`config.mk`:
```
export PLATFORM = sky130hd
export DESIGN_NAME = acs_ctrl
export DESIGN_NICKNAME = d
export VERILOG_FILES = /design/src/acs_pkg.sv /design/src/acs_ctrl.sv
export VERILOG_INCLUDE_DIRS = /design/src /design/src/src
export SDC_FILE = /design/constraint.sdc
export NUM_CORES = 1
export LEC_CHECK = 0
export BUFFER_PORTS_ARGS = -buffer_cell sky130_fd_sc_hd__buf_4
export CELL_PAD_IN_SITES_DETAIL_PLACEMENT = 0
export CELL_PAD_IN_SITES_GLOBAL_PLACEMENT = 1
export CORE_UTILIZATION = 33
export CTS_CLUSTER_SIZE = 28
export DETAILED_ROUTE_END_ITERATION = 7
export PLACE_DENSITY_LB_ADDON = 0.25
export RECOVER_POWER = 100
export SYNTH_ARGS = -nofsm -noshare
export SYNTH_HDL_FRONTEND = slang
export SYNTH_SLANG_ARGS = --single-unit
```
`constraint.sdc`:
```
create_clock -name clk -period 2.4 [get_ports clk]
set_input_delay 0.6 -clock clk [delete_from_list [all_inputs] [get_ports clk]]
set_output_delay 0.6 -clock clk [all_outputs]
set_load 0.02 [all_outputs]
```
`src/auto_contrast_stretch_assert.svh`:
```
// assertion macros shared by the contrast stretch modules
`ifndef AUTO_CONTRAST_STRETCH_ASSERT_SVH
`define AUTO_CONTRAST_STRETCH_ASSERT_SVH

// implication checked on every clock, off during reset
`define ACS_ASSERT_IMPL(label, clk, rst_n, ante, cons) \
    label: assert property (@(posedge clk) disable iff (!rst_n) (ante) |-> (cons)) \
        else $error("assertion failed");

// condition that holds on every clock out of reset
`define ACS_ASSERT_ALWAYS(label, clk, rst_n, cond) \
    label: assert property (@(posedge clk) disable iff (!rst_n) (cond)) \
        else $error("assertion failed");

`endif

```
`src/acs_pkg.sv`:
```
// shared types and constants for the contrast stretch
package acs_pkg;
    localparam int unsigned LEVELS = 256;
    localparam int unsigned MAX_PIXELS_DEF = 4194304;
    localparam int unsigned LVL_W = 8;

    localparam logic [1:0] KIND_ACC = 2'd0;
    localparam logic [1:0] KIND_FIN = 2'd1;
    localparam logic [1:0] KIND_MAP = 2'd2;
    localparam logic [1:0] KIND_UNUSED = 2'd3;

    localparam logic [1:0] REG_MODE = 2'd0;
    localparam logic [1:0] REG_LOW = 2'd1;
    localparam logic [1:0] REG_HIGH = 2'd2;
    localparam logic [1:0] REG_CLIP = 2'd3;

    localparam logic [7:0] DEF_LOW = 8'd1;
    localparam logic [7:0] DEF_HIGH = 8'd254;

    // controller to datapath
    typedef struct packed {
        logic       acc_rd;     // read bin for pixel
        logic       acc_wr;     // write bin back
        logic       map_rd;     // read table for pixel
        logic       cap_out;    // load output register from table data
        logic       fin_out;    // load output register with report
        logic       calc_t;     // compute threshold
        logic       scan_rd;    // read bin at scan index
        logic       scan_acc;   // accumulate and search
        logic       build_start;
        logic       build_step; // write one table entry
        logic       clear_step; // clear one bin
    } acs_cmd_t;

    // datapath to controller
    typedef struct packed {
        logic scan_last;
        logic build_last;
        logic div_busy;
        logic clear_last;
    } acs_sts_t;
endpackage

```
`src/acs_ctrl.sv`:
```
// sequencer for accumulate, map, finish scan, table build and clear
`include "auto_contrast_stretch_assert.svh"
module acs_ctrl (
    input  logic              clk,
    input  logic              rst_n,
    input  logic              in_valid,
    input  logic [1:0]        in_kind,
    output logic              in_ready,
    input  logic              out_valid,
    input  logic              out_ready,
    input  logic              manual_mode,
    input  acs_pkg::acs_sts_t sts,
    output acs_pkg::acs_cmd_t cmd
);
    typedef enum logic [8:0] {
        S_INIT   = 9'b000000001,
        S_IDLE   = 9'b000000010,
        S_ACC    = 9'b000000100,
        S_MAP    = 9'b000001000,
        S_THR    = 9'b000010000,
        S_SCAN   = 9'b000100000,
        S_BUILD  = 9'b001000000,
        S_CLEAR  = 9'b010000000,
        S_REPORT = 9'b100000000
    } state_t;

    state_t state_reg, state_next;
    logic   obusy;
    logic   take;

    // output register still held this cycle
    assign obusy = out_valid && !out_ready;
    assign in_ready = (state_reg == S_IDLE) && !obusy;
    assign take = in_valid && in_ready;

    always_comb
    begin
        state_next = state_reg;
        cmd = '0;
        case (state_reg)
            S_INIT:
            begin
                cmd.build_step = 1'b1;
                cmd.clear_step = 1'b1;
                if (sts.clear_last)
                begin
                    state_next = S_IDLE;
                end
            end
            S_IDLE:
            begin
                if (take)
                begin
                    case (in_kind)
                        acs_pkg::KIND_ACC:
                        begin
                            cmd.acc_rd = 1'b1;
                            state_next = S_ACC;
                        end
                        acs_pkg::KIND_MAP:
                        begin
                            cmd.map_rd = 1'b1;
                            state_next = S_MAP;
                        end
                        acs_pkg::KIND_FIN:
                        begin
                            cmd.calc_t = 1'b1;
                            state_next = manual_mode ? S_BUILD : S_THR;
                            if (manual_mode)
                            begin
                                cmd.build_start = 1'b1;
                            end
                        end
                        default:
                        begin
                            state_next = S_IDLE;
                        end
                    endcase
                end
            end
            S_ACC:
            begin
                cmd.acc_wr = 1'b1;
                state_next = S_IDLE;
            end
            S_MAP:
            begin
                cmd.cap_out = 1'b1;
                state_next = S_IDLE;
            end
            S_THR:
            begin
                cmd.scan_rd = 1'b1;
                state_next = S_SCAN;
            end
            S_SCAN:
            begin
                cmd.scan_acc = 1'b1;
                if (sts.scan_last)
                begin
                    cmd.build_start = 1'b1;
                    state_next = S_BUILD;
                end
                else
                begin
                    cmd.scan_rd = 1'b1;
                end
            end
            S_BUILD:
            begin
                cmd.build_step = 1'b1;
                if (sts.build_last)
                begin
                    state_next = S_CLEAR;
                end
            end
            S_CLEAR:
            begin
                cmd.clear_step = 1'b1;
                if (sts.clear_last)
                begin
                    state_next = S_REPORT;
                end
            end
            S_REPORT:
            begin
                if (!obusy)
                begin
                    cmd.fin_out = 1'b1;
                    state_next = S_IDLE;
                end
            end
            default:
            begin
                state_next = S_IDLE;
            end
        endcase
    end

    always_ff @(posedge clk or negedge rst_n)
    begin
        if (!rst_n)
        begin
            state_reg <= S_INIT;
        end
        else
        begin
            state_reg <= state_next;
        end
    end

    `ACS_ASSERT_IMPL(a_ready_idle, clk, rst_n, in_ready, state_reg == S_IDLE)
    `ACS_ASSERT_ALWAYS(a_onehot, clk, rst_n, $onehot(state_reg))
    `ACS_ASSERT_IMPL(a_map_out, clk, rst_n, state_reg == S_MAP, !obusy)
endmodule

```
==> flow_summary_export.csv <==
group,metric,value,unit
worst_setup_path,critPathKind,"flop to primary output",
synth,avgSynthCellArea,9.030,um^2
routing,drtIter0Drc,21,
floorplanning,die-area,2066,um^2
flow_run,max-cap-violations,0,
placed_design,numPortBuffers,22,
sta,setup_viol,0,
worst_setup_path,critical_path_peak_fanout,4,
sta,rsz0062_at_grt,"yes",
synth,synth_edf_count,0,
synth,syn_nets,81,
routing,firstDrtPassIters,4,
floorplanning,die_x,45.46,um
outcome,outcome,"finished clean",
cells_and_area,drive_gt1_frac,0.5545,
floorplanning,start_util,0.3570,
routing,wl_per_cell,13.99,um
cells_and_area,layout.nets,123,
cells_and_area,syn2layout_area_growth,63.86,%
synth,syn_area,623.1,um^2
global_route,grt_pass1_vias,649,
worst_setup_path,start_kind,"flop",
synth,syn_inst,69,
placed_design,placed_cells,123,
sta,fin_crit,2.353,ns
placed_design,gp_congestion,0.7490,
clock_network,ctsRootBufferMaster,"clkbuf_4",
synth,synthTopCellsByArea,"dfrtp_1 32%, nor4b_1 5.6%, o21ai_0 4.8%",
power,internal_power,0.4274,mW
worst_setup_path,crit_required,1.80,ns
global_route,grt.overflow.total,0,
clock_network,tritoncts,"yes",
power,power.share.sequential,0.272,
clock_network,htree_levels,1,
clock_network,clkLatencyLatePin,0.27,ns
synth,synth-seq-cells,9,
power,switching_share,0.3973,
synth,synthSimpleGateAreaFrac,0.4558,
worst_hold_path,min_path_type,"input port to async pin",
synth,synth_top_area_share,0.3213,
worst_setup_path,arrival,1.75,ns
floorplanning,ios,24,
synth,ys_seq_area_frac,0.3635,
power,p_sw,0.2817,mW
placed_design,place_hpwl,1292,um
cells_and_area,stdcell_count,135,
floorplanning,rows,15,
synth,synth_top_family_by_area,"simple AND/OR/NAND/NOR gates",
global_route,track_usage,0.2119,
synth,synthXorXnorAreaFrac,0.01406,
power,power_density,694.6,nW/um^2
clock_network,cts_inserted_buffers,3,
power,p_comb_frac,0.553,
sta,max_freq,0.4250,GHz
routing,via_per_inst,5.311,
floorplanning,coreArea,1745,um^2
clock_network,clkTransAtPathRegs,0.07,ns
sta,hold_viol_final,0,
worst_setup_path,worstPathCellList,"nor3_4 -> nand2_2 -> or3_4 -> nor3b_2 -> buf_4",
cells_and_area,largest_reg_flops,9,
synth,yosysTopAreaCell,"dfrtp_1",
global_route,grt_max_degree,10,
routing,drc,0,
worst_setup_path,critPathSlowestCell,"dfrtp_2",
routing,antenna_left,0,
floorplanning,die_y,45.46,um
sta,finalCritPeriodShare,0.9803,
power,leakage,0.4779,nW
synth,synth_compound_area_frac,0.1546,
routing,drt-total-wl,1888,um
worst_setup_path,slowest_delay,0.44,ns
global_route,antenna_found_initial,0,
sta,drv_slew,0,
synth,synthAdderAreaFrac,0,
clock_network,cts_hold_buf,0,
synth,synth_flop_cell,"dfrtp_1",
power,peakVddDrop,0.5944,mV
sta,tightest_slew,0.5147,ns
global_route,grt_pass1_wl,3015,um
sta,skew,0.002957,ns
routing,vias,717,
power,p_clk_frac,0.174,
synth,async_reset_ff_frac,1.000,
clock_network,clock-sinks,9,
sta,slew_headroom,0.6569,
synth,yosysUniqueCellTypes,30,
worst_setup_path,critPathCaptureType,"primary output",
synth,synth.area.mux_share,0,
clock_network,clockBufferDepth,2,
cells_and_area,n_antenna_cell,0,
synth,synth.yosys.warnings,0,
power,power,0.7091,mW
==> final cells by class <==
cell class              instances  area (um^2)
well taps                      25        31.28
clock buffers                   3        22.52
fillers                       167        724.4
multi-input cells              58        446.7
flip-flops and latches          9        230.2
inverters                       2        7.507
clock inverters                 1        5.005
repair buffers                 37        277.8
==> synthesized netlist by cell type (2+ instances only) <==
| library cell | number |
|---|---|
| nand4_1 | 2 |
| nor4b_1 | 4 |
| inv_1 | 2 |
| o211ai_1 | 2 |
| o21ai_0 | 6 |
| nor4_1 | 2 |
| nor3b_1 | 3 |
| dfrtp_1 | 8 |
| nor2_1 | 8 |
| nor3_1 | 2 |
| o22ai_1 | 2 |
| nand2_1 | 8 |
| nand4b_1 | 3 |
==> worst max-delay path: cells and delay by family, from the launching register on <==
family | cells | cell delay (ns)
buffers and inverters | 1 | 0.17
and+or+nand+nor | 4 | 0.88
DFF | 1 | 0.44
==> power groups by stage <==
| stage | clock, mW | sequential [mW] | combinational, mW |
|---|---|---|---|
| floorplan | 0 | 0.193 | 0.187 |
| global placement | 0 | 0.193 | 0.320 |
| detailed placement | 0 | 0.194 | 0.322 |
| CTS | 0.129 | 0.194 | 0.346 |
| global route | 0.137 | 0.196 | 0.424 |
| finish | 0.124 | 0.193 | 0.392 |
==> per-stage QoR <==
step / instance area, um^2 / utilization / setup slack [ns] / hold slack (ns) / setup TNS [ns]
2_1_floorplan: 623.1 / - / 0.001751 / 0.3044 / 0
3_3_place_gp: 872.1 / 0.4996 / 0.2096 / 0.4340 / 0
3_5_place_dp: 872.1 / 0.4996 / 0.1586 / 0.4345 / 0
4_1_cts: 944.7 / 0.5412 / 0.01469 / 0.1375 / 0
5_1_grt: 1021 / 0.5849 / -0.04000 / 0.2966 / -0.09850
6_report: 1021 / 0.5849 / 0.04729 / 0.2674 / 0
==> what timing repair did <==
action | 4_1_cts | 5_1_grt
gates resized for setup | 8 | 10
endpoints found under the setup margin | 3 | 8
pin swaps | 1 | 5
buffers inserted | 2 | 7
==> routing by layer <==
layer / global-route usage / wire length [um] / up-vias
met4: 0.05455 / 11 / 0
met2: 0.3314 / 905 / 24
met5: 0 / 0 / -
met1: 0.2685 / 862 / 340
li1: - / - / 351
met3: 0.08730 / 108 / 2
==> cells in the final DEF, fill, tap and decap left out, types with 2 or more instances in the layout <==
master	instances
buf_4	35
dfrtp_2	3
o22ai_1	2
dfrtp_1	5
o21ai_0	6
nand2_1	5
nand2_2	2
nand4b_1	3
nor3_1	2
clkbuf_4	3
nand4_1	2
nor4_1	2
o211ai_1	2
nor2_1	6
nor3b_2	2
nor4b_1	3
==> cells by family (layout without fill, tap and decap cells) <==
logic type | count (synthesis) | count (layout)
buffers and inverters | 2 | 43
XOR/XNOR | 1 | 1
AO/OA/AOI/OAI | 14 | 14
flip-flops | 9 | 9
AND/OR/NAND/NOR | 43 | 43
==> path summary, 6_finish.rpt <==
| check | from | end | slack, ns | depth (start not counted) |
|---|---|---|---|---|
| max reg2reg | state_reg[3] | state_reg[7] | 0.54 | 8 |
| max in group asynchronous | rst_n | state_reg[6] | 1.76 | 1 |
| max | state_reg[6] | cmd[9] | 0.05 | 5 |
| min in group clk | manual_mode | state_reg[4] | 0.49 | 2 |
| min reg2reg | state_reg[0] | state_reg[0] | 0.54 | 1 |
| min | rst_n | state_reg[1] | 0.27 | 1 |
No activity file was read; power rests on OpenSTA's default activity.
